## config.mk

```make
export PLATFORM = sky130hd
export DESIGN_NAME = imufd_queue
export DESIGN_NICKNAME = d
export VERILOG_FILES = /design/src/imufd_pkg.sv /design/src/imufd_queue.sv
export SDC_FILE = /design/constraint.sdc
export NUM_CORES = 1
export LEC_CHECK = 0
export ABC_CLOCK_PERIOD_IN_PS = 14700
export BUFFER_PORTS_ARGS = -buffer_cell sky130_fd_sc_hd__buf_2
export CAP_MARGIN = 10
export CORE_AREA = 2 2 152 154
export CTS_CLUSTER_DIAMETER = 100
export DETAILED_ROUTE_END_ITERATION = 16
export DIE_AREA = 0 0 154 156
export PLACE_DENSITY_LB_ADDON = 0.08
export SLEW_MARGIN = 15
export SYNTH_ARGS = -nofsm -noshare
export SYNTH_HDL_FRONTEND = slang
export SYNTH_SLANG_ARGS = --single-unit
```

## constraint.sdc

```tcl
create_clock -name i_clk -period 14.7 [get_ports i_clk]
set_clock_uncertainty 0.1 [all_clocks]
set_input_delay 0 -clock i_clk [delete_from_list [all_inputs] [get_ports i_clk]]
set_output_delay 0 -clock i_clk [all_outputs]
set_load 0.05 [all_outputs]
```

## src/imufd_pkg.sv

```systemverilog
// Shared types and constants for the IMU frame decoder.
`default_nettype none
package imufd_pkg;
    localparam logic [7:0] HEAD_A = 8'h55;
    localparam logic [7:0] HEAD_B = 8'h51;
    localparam int FRAME_LEN = 44;
    localparam int CORDIC_STEPS = 16;
    localparam logic signed [33:0] CORDIC_START = 34'sd652032874;
    localparam logic [26:0] RATE_K = 27'd73204415;
    localparam logic [11:0] ACCEL_K = 12'd3136;
    // floor(n / 10) as (n * DIV10_K) >> 30, exact for any n below 2^27.
    localparam logic [26:0] DIV10_K = 27'd107374183;

    // Raw frame words handed from the front part to the back part.
    typedef struct packed {
        logic signed [15:0] ax, ay, az;
        logic signed [15:0] gx, gy, gz;
        logic signed [15:0] roll, pitch, yaw;
    } t_raw;

    typedef enum logic [3:0] {
        ST_IDLE, ST_AXIS, ST_CORDIC, ST_MUL1, ST_MUL2, ST_SUM, ST_DONE
    } t_bstate;

    function automatic logic signed [17:0] atan_of(input logic [3:0] i);
        logic signed [17:0] v;
        begin
            unique case (i)
                4'd0: v = 18'sd16384;
                4'd1: v = 18'sd9672;
                4'd2: v = 18'sd5110;
                4'd3: v = 18'sd2594;
                4'd4: v = 18'sd1302;
                4'd5: v = 18'sd652;
                4'd6: v = 18'sd326;
                4'd7: v = 18'sd163;
                4'd8: v = 18'sd81;
                4'd9: v = 18'sd41;
                4'd10: v = 18'sd20;
                4'd11: v = 18'sd10;
                4'd12: v = 18'sd5;
                4'd13: v = 18'sd3;
                default: v = 18'sd1;
            endcase
            return v;
        end
    endfunction
endpackage
`default_nettype wire

```

## src/imufd_queue.sv

```systemverilog
// Two-entry queue of raw frames between the front and back parts.
`default_nettype none
module imufd_queue (
    input  wire             i_clk,
    input  wire             i_rst_n,
    input  wire             i_push,
    input  wire imufd_pkg::t_raw i_data,
    output logic            o_full,
    input  wire             i_pop,
    output logic            o_empty,
    output imufd_pkg::t_raw o_data
);
    imufd_pkg::t_raw r_mem [0:1];
    logic r_wp, r_rp;
    logic [1:0] r_cnt;

    assign o_full = r_cnt == 2'd2;
    assign o_empty = r_cnt == 2'd0;
    assign o_data = r_mem[r_rp];

    always_ff @(posedge i_clk) begin
        if (!i_rst_n) begin
            r_wp <= 1'b0;
            r_rp <= 1'b0;
            r_cnt <= '0;
        end else begin
            if (i_push && !o_full) r_wp <= ~r_wp;
            if (i_pop && !o_empty) r_rp <= ~r_rp;
            r_cnt <= r_cnt + 2'(i_push && !o_full) - 2'(i_pop && !o_empty);
        end
    end

    always_ff @(posedge i_clk) begin
        if (i_push && !o_full) r_mem[r_wp] <= i_data;
    end

    a_cnt: assert property (@(posedge i_clk) disable iff (!i_rst_n)
        r_cnt <= 2'd2) else $error("queue count overflow");
    a_ptr: assert property (@(posedge i_clk) disable iff (!i_rst_n)
        (r_cnt == 2'd0 || r_cnt == 2'd2) == (r_wp == r_rp)) else $error("pointer mismatch");
    a_keep: assert property (@(posedge i_clk) disable iff (!i_rst_n)
        !o_empty && !i_pop |=> !o_empty) else $error("entry lost");
endmodule
`default_nettype wire

```

---- Yosys cells after proc, flatten, opt, wreduce, memory -nomap -nowiden ----
Memory sizes are Yosys's and may differ from the RTL's. A register that Yosys moved wholly into a read port is not among the register bits.
Cells that the tools add are included.
cells by class
  mux-type cells .......................... 4
  $add $sub $neg .......................... 2
  $mul .................................... 0
  bitwise gates (word level) .............. 2
  shift-type cells ........................ 0
  div/mod/pow operators ................... 0
  order comparisons ....................... 0
  reductions and logical operators ........ 5
  equality and inequality tests ........... 1
operator list
  operator                              count
  2-to-1 mux 1 bit                      4
  adder 2 x 1 -> 2 bit                  1
  == test 2 bit, second input constant  1
  logical AND 1 bit                     2
  zero test 1 bit                       2
  zero test 2 bit                       1
  inverter 1 bit                        2
  subtractor 2 x 1 -> 2 bit             1
storage, ports and cells
  memory bits (read-only) ................. 0
  logic and storage cells ................. 18
  output and inout port bits .............. 146
  bits in latches ......................... 0
  memories ................................ 1
  RAM bits ................................ 288
  flip-flop bits (word level) ............. 4
memory list
  memory  words  bits a word  read ports  clocked after memory_dff  wr ports  RTL line           text
  r_mem   2      144          1           1                         1         imufd_queue.sv:13  imufd_pkg::t_raw r_mem [0:1];

---- Depth between registers and ports, before layout ----
  word-level depth ........................ 5
  depth in mapped cells ................... 8

---- Worst setup path before layout ----
No wires, ideal clock.
  path kind ............................... flip-flop to flip-flop
  from .................................... register r_cnt[0]
  to ...................................... memory r_mem[0][0] (netlist name) (enable)
  data arrival time ....................... 6,569 ps
  buffers on the path ..................... 0
  path slack .............................. 7,382 ps
  period minus slack after synthesis ...... 7,318 ps
  library setup time ...................... 649 ps
  cell stages (with the launch flop) ...... 4
  data required time ...................... 13,951 ps
  cell sequence ........................... dfxtp_1 nand2b_1 nand2_1 nor2_1
between the ends
  longest elaborated chain between the ends .. 5
RTL lines
  item                                    RTL line           text
  start: declaration                      imufd_queue.sv:15  logic [1:0] r_cnt;
  start signal: assignment                imufd_queue.sv:29  r_cnt <= r_cnt + 2'(i_push && !o_full) - 2'(i_pop && !o_empty);
  == test 2 bit                           imufd_queue.sv:17  assign o_full = r_cnt == 2'd2;
  zero test 1 bit                         imufd_queue.sv:34  if (i_push && !o_full) r_mem[r_wp] <= i_data;
  logical AND 1 bit                       imufd_queue.sv:34
  2-to-1 mux 1 bit                        imufd_queue.sv:34
  2-to-1 mux 1 bit (implied by the code)  imufd_queue.sv:34
  end: declaration                        imufd_queue.sv:13
No other way between the ends.

---- Worst setup path in the final report ----
  from .................................... register r_cnt[0]
  to ...................................... memory r_mem[1][22] (netlist name) (enable)
Same word-level chain as after synthesis.

==> metrics.txt <==
status finished, final reports clean; CTS sink cnt just under 300; top cell type's share of synthesized area 79.6%; Worst Hold Launch i_data[63]; total CTS buffers 30; TritonRoute pass-1 iters 4; CP Buf/Inv Count 1; CTS tree built; RePlAce Congestion 0.762; TNS Setup 0 ns; Final Cycle Share between 10% and 20%; Synth area leaders edfxtp_1, mux2_2, mux2_4; HPWL Detailed 13.7 mm; FF-to-FF setup slack ~12 ns; WL/cell between 15 and 20 um; Slew headroom between 20 and 25%; PD cells between 150 and 200 mW/mm^2; antenna violations before repair 3; CP max-delay cell and3_4; final hold vios 0; worst hold stages 2; Die Y-Extent roughly 160 um; DP Worst Slack 11.67 ns; number of global-route vias before repair between 6000 and 7000; CP endpoint kind flip-flop; area of the mapped netlist approximately 0.011 sq mm; global-route wire length before repair 33.2 mm; Synth Instances 475; Avg Inst Size Synth about 23 sq um; final wirelength ~22 mm; worst reg2reg path depth 3; largest net degree at the start of global routing a little over 80; Placement Rows 55; worst path required time 14.75 ns; critical path class flip-flop to flip-flop; R2R Path Start r_cnt[0]; gr ovfl total 0; Avg Vias per Cell ~4.8; yosys warns 0; f_max around 0.35 GHz; final slew viol count 0; PnR Total Power just under 0.003 W; area delta synth->final 38.6%; setup violators final 0; CP max stage delay approximately 0.94 ns; Clock transition at path regs approximately 0.06 ns; Die X roughly 150 um; Total GRT Usage between 10% and 20%; CTS H-tree depth 1; Worst EP arrival between 2 and 3 ns; synthesized flop and latch total approximately 290; Top Ports slightly below 300; clock latency on the worst-skew pair between 0.5 and 0.6 ns; Worst setup SP type flip-flop; CP cell instances nand2b_1, and3_4, buf_4; Initial Utilization about half; Port Buffers 293; syn nets between 600 and 700; Post-Place Cells between 1000 and 1500; Worst Path Max Fanout 81; via count 5978; Final #Nets between 1000 and 1500; maxcap violations 0; layout cells sized above 1 50.7%; VDD IR max between 0.0001 and 0.00015 V; Slew @ Worst Pin 1.14 ns; Die Footprint between 0.02 and 0.025 sq mm; DR iter-0 viols 311; CP top delay family simple AND/OR/NAND/NOR gates; PnR worst setup slack between 10 and 15 ns; Placeable Area roughly 0.022 sq mm; Seq/Total Area, Yosys approximately four fifths; CTS Buffer Depth 3; root buf cell clkbuf_16; cell taking the most area after synthesis edfxtp_1; Post-route DRC 0; final cell count without fillers roughly 1200; Final Critical Period 2.90 ns; Post-DRT Antenna Nets 0; FF-to-FF End r_mem[1][22]; Static Leak 5.81 nW; RSZ-0062 raised after global routing no; Distinct cells, synth 18; Hold EP r_mem[1][63]; Hold Crit Class primary input to flip-flop
[flip-flops by register name (all words and copies together) (netlist names), named ones only]
| name | count |
|---|---|
| r_cnt | 2 |
| r_mem | 288 |
| r_rp | 1 |
| r_wp | 1 |
[placed cells by master, fill, tap and decap left out]
master,instances
buf_4,5
bufinv_16,2
inv_1,3
ha_1,2
diode_2,3
nor2_4,1
clkinv_1,7
and2_1,2
nor2_1,4
xnor2_1,1
buf_2,293
mux2_2,84
o21a_1,1
clkinvlp_4,2
dlygate4sd3_1,147
clkbuf_16,31
nand2_1,2
dfxtp_4,1
clkinv_2,6
xor2_1,1
dfxtp_1,4
nand2b_1,2
nor3_1,1
mux2i_1,1
and3_4,1
clkbuf_1,8
buf_16,1
edfxtp_1,288
mux2_4,60
[synth_stat cells, drive strengths merged]
cell type	n
o21a	1
mux2i	1
xor2	1
and2	2
inv	3
and3	1
nand2b	2
nor3	1
nand2	2
ha	2
dfxtp	5
nor2	5
edfxtp	288
xnor2	1
mux2	144
buf	16
[worst max-delay path by stage]
| stage | start | end | slack [ns] | cells after the start |
|---|---|---|---|---|
| detailed placement | r_cnt[0] | r_mem[0][133] | 11.67 | 4 |
| finish | r_cnt[0] | r_mem[1][22] | 11.80 | 3 |
| CTS | r_cnt[0] | r_mem[0][15] | 11.67 | 4 |
| floorplan | r_cnt[0] | r_mem[0][0] | 7.38 | 3 |
| global placement | r_cnt[0] | r_mem[0][133] | 11.76 | 4 |
| global route | r_cnt[0] | r_mem[1][53] | 11.58 | 3 |
[per-stage QoR]
| step | instance area, sq um | utilization [%] | hold slack (ns) |
|---|---|---|---|
| 6_report | 15000 | 67.3 | 0.0846 |
| 5_1_grt | 15000 | 67.3 | 0.0730 |
| 4_1_cts | 15000 | 67.1 | 0.0602 |
| 3_5_place_dp | 12600 | 56.4 | 0.0911 |
| 3_3_place_gp | 12600 | 56.4 | 0.0865 |
| 2_1_floorplan | 10900 | - | -0.00113 |
[cell type report]
cell class | instances | area [sq um]
diodes | 3 | 7.51
clock buffers | 39 | 806
clock inverters | 17 | 131
fillers | 1499 | 7320
inverters | 3 | 11.3
multi-input cells | 163 | 1980
flip-flops and latches | 293 | 8750
well taps | 285 | 357
repair buffers | 446 | 3000
[metal layers]
| layer | GRT usage (%) | up-vias | part of all wire, % |
|---|---|---|---|
| li1 | - | 2815 | - |
| met1 | 20.9 | 2919 | 40 |
| met2 | 31.7 | 207 | 51 |
| met3 | 4.67 | 37 | 7.0 |
| met4 | 5.79 | 0 | 2.2 |
| met5 | 0 | - | 0 |
[cells by family (layout without fill, tap and decap cells)]
group           after synthesis  in the layout  share of synthesized area [%]
mux                         145            145                           17.1
flops                       293            293                           80.6
buf+inv                      19            505                           1.30
other cells                   0              3                              0
xor+xnor                      2              2                          0.161
compound gates                1              1                         0.0692
simple gates                 13             13                          0.576
fa+ha+maj                     2              2                          0.230
[report_power, final]
group          internal, W  total (W)  switching (W)
Sequential         0.00108    0.00113      0.0000472
Clock             0.000419   0.000712       0.000293
Combinational     0.000337    0.00112       0.000779
[repair_timing]
action	4_1_cts	5_1_grt
hold buffers	147	0
setup buffers	0	0
endpoints found under the hold margin	293	0
gates resized for setup	0	0
Note: power is estimated with default switching activity, not from simulation.
