`config.mk`:
```
export PLATFORM = sky130hd
export DESIGN_NAME = imufd_front
export DESIGN_NICKNAME = d
export VERILOG_FILES = /design/src/imufd_pkg.sv /design/src/imufd_front.sv
export SDC_FILE = /design/constraint.sdc
export NUM_CORES = 1
export LEC_CHECK = 0
export BUFFER_PORTS_ARGS = -buffer_cell sky130_fd_sc_hd__buf_2
export CELL_PAD_IN_SITES_DETAIL_PLACEMENT = 0
export CELL_PAD_IN_SITES_GLOBAL_PLACEMENT = 2
export CORE_MARGIN = 4
export CORE_UTILIZATION = 37
export CTS_BUF_LIST = sky130_fd_sc_hd__clkbuf_4 sky130_fd_sc_hd__clkbuf_8
export DETAILED_ROUTE_END_ITERATION = 8
export GPL_ROUTABILITY_DRIVEN = 0
export GPL_TIMING_DRIVEN = 0
export PLACE_DENSITY = 0.85
export SLEW_MARGIN = 40
export SYNTH_ARGS = -nofsm -noshare
export SYNTH_HDL_FRONTEND = slang
export SYNTH_SLANG_ARGS = --single-unit
```
`constraint.sdc`:
```
create_clock -name i_clk -period 2.4 [get_ports i_clk]
set_input_delay 0.48 -clock i_clk [delete_from_list [all_inputs] [get_ports i_clk]]
set_output_delay 0.48 -clock i_clk [all_outputs]
set_load 0.1 [all_outputs]
```
`src/imufd_pkg.sv`:
```
// Shared types and constants for the IMU frame decoder.
`default_nettype none
package imufd_pkg;
    localparam logic [7:0] HEAD_A = 8'h55;
    localparam logic [7:0] HEAD_B = 8'h51;
    localparam int FRAME_LEN = 44;
    localparam int CORDIC_STEPS = 16;
    localparam logic signed [33:0] CORDIC_START = 34'sd652032874;
    localparam logic [26:0] RATE_K = 27'd73204415;
    localparam logic [11:0] ACCEL_K = 12'd3136;
    // floor(n / 10) as (n * DIV10_K) >> 30, exact for any n below 2^27.
    localparam logic [26:0] DIV10_K = 27'd107374183;

    // Raw frame words handed from the front part to the back part.
    typedef struct packed {
        logic signed [15:0] ax, ay, az;
        logic signed [15:0] gx, gy, gz;
        logic signed [15:0] roll, pitch, yaw;
    } t_raw;

    typedef enum logic [3:0] {
        ST_IDLE, ST_AXIS, ST_CORDIC, ST_MUL1, ST_MUL2, ST_SUM, ST_DONE
    } t_bstate;

    function automatic logic signed [17:0] atan_of(input logic [3:0] i);
        logic signed [17:0] v;
        begin
            unique case (i)
                4'd0: v = 18'sd16384;
                4'd1: v = 18'sd9672;
                4'd2: v = 18'sd5110;
                4'd3: v = 18'sd2594;
                4'd4: v = 18'sd1302;
                4'd5: v = 18'sd652;
                4'd6: v = 18'sd326;
                4'd7: v = 18'sd163;
                4'd8: v = 18'sd81;
                4'd9: v = 18'sd41;
                4'd10: v = 18'sd20;
                4'd11: v = 18'sd10;
                4'd12: v = 18'sd5;
                4'd13: v = 18'sd3;
                default: v = 18'sd1;
            endcase
            return v;
        end
    endfunction
endpackage
`default_nettype wire

```
`src/imufd_front.sv`:
```
// Header sync and frame capture; emits the raw words of a finished frame.
`default_nettype none
module imufd_front (
    input  wire            i_clk,
    input  wire            i_rst_n,
    input  wire            i_push,
    input  wire [7:0]      i_rx_byte,
    input  wire            i_q_full,
    output logic           o_full,
    output logic           o_q_push,
    output imufd_pkg::t_raw o_raw
);
    logic [5:0]      r_pos;
    imufd_pkg::t_raw r_raw;
    logic            take;

    assign o_full = i_q_full;
    assign take = i_push && !i_q_full;

    always_ff @(posedge i_clk) begin
        if (!i_rst_n) begin
            r_pos <= '0;
        end else if (take) begin
            priority if (r_pos == 6'd0) begin
                r_pos <= (i_rx_byte == imufd_pkg::HEAD_A) ? 6'd1 : 6'd0;
            end else if (r_pos == 6'd1) begin
                if (i_rx_byte == imufd_pkg::HEAD_B) r_pos <= 6'd2;
                else r_pos <= (i_rx_byte == imufd_pkg::HEAD_A) ? 6'd1 : 6'd0;
            end else if (r_pos >= 6'(imufd_pkg::FRAME_LEN - 1)) begin
                r_pos <= '0;
            end else begin
                r_pos <= r_pos + 6'd1;
            end
        end
    end

    // Keep only the bytes that carry counts; each word arrives low byte first.
    always_ff @(posedge i_clk) begin
        if (take) begin
            unique case (r_pos)
                6'd2:  r_raw.ax[7:0]     <= i_rx_byte;
                6'd3:  r_raw.ax[15:8]    <= i_rx_byte;
                6'd4:  r_raw.ay[7:0]     <= i_rx_byte;
                6'd5:  r_raw.ay[15:8]    <= i_rx_byte;
                6'd6:  r_raw.az[7:0]     <= i_rx_byte;
                6'd7:  r_raw.az[15:8]    <= i_rx_byte;
                6'd13: r_raw.gx[7:0]     <= i_rx_byte;
                6'd14: r_raw.gx[15:8]    <= i_rx_byte;
                6'd15: r_raw.gy[7:0]     <= i_rx_byte;
                6'd16: r_raw.gy[15:8]    <= i_rx_byte;
                6'd17: r_raw.gz[7:0]     <= i_rx_byte;
                6'd18: r_raw.gz[15:8]    <= i_rx_byte;
                6'd24: r_raw.roll[7:0]   <= i_rx_byte;
                6'd25: r_raw.roll[15:8]  <= i_rx_byte;
                6'd26: r_raw.pitch[7:0]  <= i_rx_byte;
                6'd27: r_raw.pitch[15:8] <= i_rx_byte;
                6'd28: r_raw.yaw[7:0]    <= i_rx_byte;
                6'd29: r_raw.yaw[15:8]   <= i_rx_byte;
                default: begin
                end
            endcase
        end
    end

    // Yaw is complete long before the last byte; header checks sit at 0 and 1 only.
    assign o_q_push = take && r_pos == 6'(imufd_pkg::FRAME_LEN - 1);
    assign o_raw = r_raw;

    a_pos_range: assert property (@(posedge i_clk) disable iff (!i_rst_n)
        r_pos < 6'd44) else $error("position out of range");
    a_push_end: assert property (@(posedge i_clk) disable iff (!i_rst_n)
        o_q_push |=> r_pos == 6'd0) else $error("frame end did not rewind");
    a_head: assert property (@(posedge i_clk) disable iff (!i_rst_n)
        take && r_pos == 6'd0 && i_rx_byte != imufd_pkg::HEAD_A |=> r_pos == 6'd0)
        else $error("bad header accepted");
endmodule
`default_nettype wire

```
# == Word level (Yosys, flattened, before mapping) ==
# Index checks and enable logic that the tools add are counted.
# totals
register_bits,150
latchBits,0
ramBits,0
romBits,0
out_inout_bits,146
elab_cells,70
n_memories,0
# classes
add_sub_neg,1
mul,0
div,0
n_lt_le_gt_ge,1
n_eq_ne,22
n_shift,0
mux,5
bitwise,0
reduce_logical,22
# ops
cell,n
6-bit by 5-bit == test with 1-bit output (second input constant),9
2-bit AND reduction,18
6-bit by 3-bit == test with 1-bit output (second input constant),4
6-bit by 4-bit == test with 1-bit output (second input constant),3
6-bit 2-to-1 mux,3
8-bit by 7-bit == test with 1-bit output (second input constant),2
6-bit by 2-bit == test with 1-bit output (second input constant),2
6-bit by 1-bit adder with 6-bit output (second input constant),1
6-bit by 1-bit == test with 1-bit output (second input constant),1
6-bit == test (second input constant),1
6-bit >= comparator (second input constant),1
6-bit logical NOT,1
1-bit logical AND,2
2-bit 2-to-1 mux,1
1-bit logical NOT,1
1-bit 2-to-1 mux,1

# == Longest topological paths before layout ==
# logic_depth
word_depth,5
ltp_mapped,6
ltp_nobuf,6

# == Least setup slack after synthesis ==
# Ideal clock, no wire load.
# synth_timing
kind,input to output
from,input port i_push
to,output port o_q_push
arrival_ns,4.186
setup_slack_ns,-2.266
cell_stages,4
n_path_buf,1
path_cell_list,nor2b_1 -> clkbuf_1 -> nand2_1 -> nor4b_1
# synth_via
elab_chain_cells,2
# synth_rtl
element,line_no,rtl
start: declaration,imufd_front.sv:6,"input wire i_push,"
1-bit logical AND,imufd_front.sv:18,assign take = i_push && !i_q_full;
1-bit logical AND,imufd_front.sv:66,assign o_q_push = take && r_pos == 6'(imufd_pkg::FRAME_LEN - 1);
end: declaration,imufd_front.sv:10,"output logic o_q_push,"
# Every way passes these cells.

# == Final worst setup path ==
# layout_timing
from,register r_pos[0]
to,output port o_q_push
# layout_via
elab_chain_cells,2
# layout_rtl
element,line_no,rtl
start: declaration,imufd_front.sv:13,logic [5:0] r_pos;
start signal: assignment,imufd_front.sv:25,r_pos <= (i_rx_byte == imufd_pkg::HEAD_A) ? 6'd1 : 6'd0;
start signal: assignment,imufd_front.sv:28,else r_pos <= (i_rx_byte == imufd_pkg::HEAD_A) ? 6'd1 : 6'd0;
start signal: assignment,imufd_front.sv:32,r_pos <= r_pos + 6'd1;
6-bit == test,imufd_front.sv:66,
1-bit logical AND,imufd_front.sv:66,
# Every way passes these cells.

==> reports/results.tsv <==
stage	metric	value	unit
job	max capacitance violation total	0	
setup_path	max incr delay on CP	420	ps
floorplan	effective utilization at floorplan	0.3831	
sta	part of the cycle the worst path needs	0.9500	
clock_network	clock buffer depth	2	
setup_path	reg2reg path depth	3	
setup_path	CP Capture Type	primary output	
routing	total detailed-routing wirelength	10.91	mm
synth	synthesized instance count	228	
floorplan	io pins	158	
power	leakage power	2.336	nW
floorplan	Floorplan Core Area	12770	sq um
routing	Vias per Instance	4.529	
setup_path	instance count on the critical path	4	
synth	count of different cell masters after synthesis	31	
setup_path	launching point of the worst reg2reg path	r_pos[4]$_SDFFE_PN0P_	
power	maximum vdd drop	0.3013	mV
clock_network	number of buffers added to fix hold violations after cts	0	
synth	Ys Warns	0	
sta	unrepaired setup endpoints after global routing	false	
synth	cell type with the highest aggregate area in the netlist	edfxtp_1	
clock_network	TritonCTS Buffers	17	
layout	layout cell share with drive strength beyond 1	0.4736	
clock_network	clock slew at the register clock pins of the worst setup and hold paths	70	ps
grt	total congestion overflow after global routing	0	
layout	Fill cells	1046	
layout	antenna diode count	0	
floorplan	Chip Width	123	um
sta	Max-Slew Margin vs Limit	0.5219	
setup_path	critical setup path kind	register to primary output	
synth	Syn Nets	244	
power	cell area power density	769.3	nW/um^2
routing	first-pass iteration count of the detailed router	4	
floorplan	die outline height	123	um
setup_path	Worst Setup SP	r_pos[0]$_SDFFE_PN0P_	
placement	HPWL Detailed	7.139	mm
grt	global-route wire length before repair	15.41	mm
layout	Register Area	4444	sq um
layout	area growth from synthesis to final layout	29.35	%
synth	Seq/Total Area, Yosys	0.9082	
setup_path	cell type of the slowest stage on the worst timing path	dfxtp_1	
routing	DRC violation total after the first TritonRoute iteration	209	
setup_path	Crit path required time	1920	ps
setup_path	endpoint of the lowest-slack register-to-register path	o_raw[61]$_DFFE_PP_	
synth	biggest area contributors in the synthesized netlist	edfxtp_1 (88%), dfxtp_1 (2.5%), nor2_1 (1.8%), ha_1 (1.0%), xor2_1 (0.72%)	
setup_path	startpoint kind of the worst setup timing path	register	
floorplan	standard-cell row count	41	
synth	area fraction of the dominant cell type after synthesis	0.8837	
routing	via count	2663	
routing	wire length per cell	18.55	um
routing	DR DRC count	0	
sta	count of final setup violators	0	
layout	multi-input combinational cell area	426.7	sq um
layout	fraction of the core area covered by cells at the end of the flow	0.4955	
min_path	Hold WC Path Type	input port to register	
outcome	result of the run	complete, no violations	
routing	number of routed nets with antenna violations	0	
sta	clk_skew	13.72	ps
sta	measured slew at the worst slew-check pin	714.5	ps
synth	mean cell area of the mapped netlist	21.46	sq um
synth	fraction of synthesis flops using an asynchronous set or reset pin	0	
clock_network	count of buffers added by post-CTS timing repair for setup	0	
setup_path	family with the most delay on the worst path	simple AND/OR/NAND/NOR gates	
setup_path	end point of the critical path	o_q_push	
setup_path	arrival time at the worst endpoint	1800	ps
synth	most instantiated library cell after synthesis	edfxtp_1	
layout	cell area after layout	6330	sq um
setup_path	Max FO, Critical Path	6	
synth	number of enable flip-flop cells after synthesis	144	
placement	Placed Instance Area	5921	sq um
grt	via count of the first global-routing pass	2540	
synth	prevailing post-synth register cell	edfxtp_1	
grt	All-Layer GR Usage	0.1449	
sta	upper clock frequency limit	0.4386	GHz
sta	total negative slack	0	ps
clock_network	CTS sink cnt	150	
layout	Layout Nets	419	
clock_network	root buf cell	clkbuf_8	
clock_network	total number of H-tree levels	4	
setup_path	buffers plus inverters on the worst setup path	1	
sta	final number of hold-violating endpoints	0	
grt	pin count of the biggest net entering global routing	21	
synth	ranking of synthesized cells by instance count	edfxtp_1 (144), nor2_1 (24), nand2_1 (7), dfxtp_1 (6)	
sta	pins over their slew limit	0	
clock_network	latest clock arrival within the worst-skew pair	430	ps
floorplan	die area	15130	sq um
sta	Final Critical Period	2280	ps
synth	Netlist Area Pre-Place	4893	sq um
setup_path	internal reg-to-reg setup slack	440	ps
grt	initial antenna violation count	0	
setup_path	cell breakdown of the critical path	ha_1 > nand2_4 > nor4b_4 > buf_6	
synth	number of synthesized register bits	150	
clock_network	TritonCTS clock tree	built	
placement	PortBufs	157	
## cells in the final DEF (no fill, tap or decap), types with 2 or more instances in the layout
master and count:
clkinv_2 3, edfxtp_1 144, xor2_1 4, ha_1 4, dfxtp_1 6, clkbuf_8 17
nand3b_1 2, buf_6 2, nand4_1 2, inv_1 4, bufinv_16 3, clkbuf_4 3
nand2b_1 3, buf_2 156, clkinv_4 3, clkinvlp_4 3, nand3_1 4, nand2_1 6
nor2b_1 2, o21ai_1 2, nor2_1 24
## layout make-up
| type | count | share of cell area |
|---|---|---|
| buffer | 4 | 0.004744 |
| clock buffer | 19 | 0.03934 |
| clock inverter | 13 | 0.02491 |
| inverter | 4 | 0.002372 |
| multi-input combinational | 69 | 0.06740 |
| sequential | 150 | 0.7021 |
| tap | 172 | 0.03400 |
| timing repair buffer | 157 | 0.1251 |
## metal layers
layer,track usage,share of wire
met5,0,0
met4,0.04775,0.0090
met3,0.05352,0.071
met2,0.2456,0.53
met1,0.1715,0.39
## how the worst min path moves through the flow
stage,startpoint,end,slack [ps],depth (start not counted)
finish,i_rst_n,r_pos[0]$_SDFFE_PN0P_,320,3
global route,i_rst_n,r_pos[0]$_SDFFE_PN0P_,320,3
CTS,i_rst_n,r_pos[0]$_SDFFE_PN0P_,290,3
detailed placement,r_pos[1]$_SDFFE_PN0P_,r_pos[1]$_SDFFE_PN0P_,530,2
global placement,r_pos[1]$_SDFFE_PN0P_,r_pos[1]$_SDFFE_PN0P_,510,2
floorplan,r_pos[1]$_SDFFE_PN0P_,r_pos[1]$_SDFFE_PN0P_,480,2
## cells by family (layout without fill, tap and decap cells)
kind of cell,count (synthesis),count (layout),share of synthesized area
simple gates,52,52,0.05319
compound gates,9,9,0.01202
xor+xnor,4,4,0.007159
flops,150,150,0.9082
buf+inv,9,197,0.009204
fa+ha+maj,4,4,0.01023
## where the power goes
part	total (mW)	leakage (nW)	switching [mW]	internal (mW)
logic	0.0894	0.793	0.0728	0.0166
clock network	1.91	0.200	0.870	1.04
registers	2.87	1.34	0.00166	2.86
total	4.87	2.34	0.944	3.92
## worst reg2reg max path, cell delays in order, from the launching register on
cell and delay (ps):
dfxtp_1 320, clkbuf_1 350, nand3b_1 290, nor2_1 620
## registers in the layout, summed over array words and instances, names as in the netlist
register / cells
r_pos: 6
o_raw: 144
## per-stage QoR
step | power (mW) | cells | worst slack [ps] | hold WS [ps]
floorplan | 2.951 | 228 | -37.02 | 479.9
global placement | 3.011 | 557 | 166.3 | 511.4
detailed placement | 3.015 | 557 | 128.0 | 526.2
CTS | 4.922 | 589 | 26.32 | 286.1
global route | 5.055 | 588 | 7.369 | 315.3
finish | 4.869 | 588 | 120.1 | 324.9
## timing repair
item                                    in CTS  in global routing
endpoints found under the setup margin       1                  1
pin swaps                                    0                  0
gates resized for setup                      1                  1
Note: power is estimated with default switching activity, not from simulation.
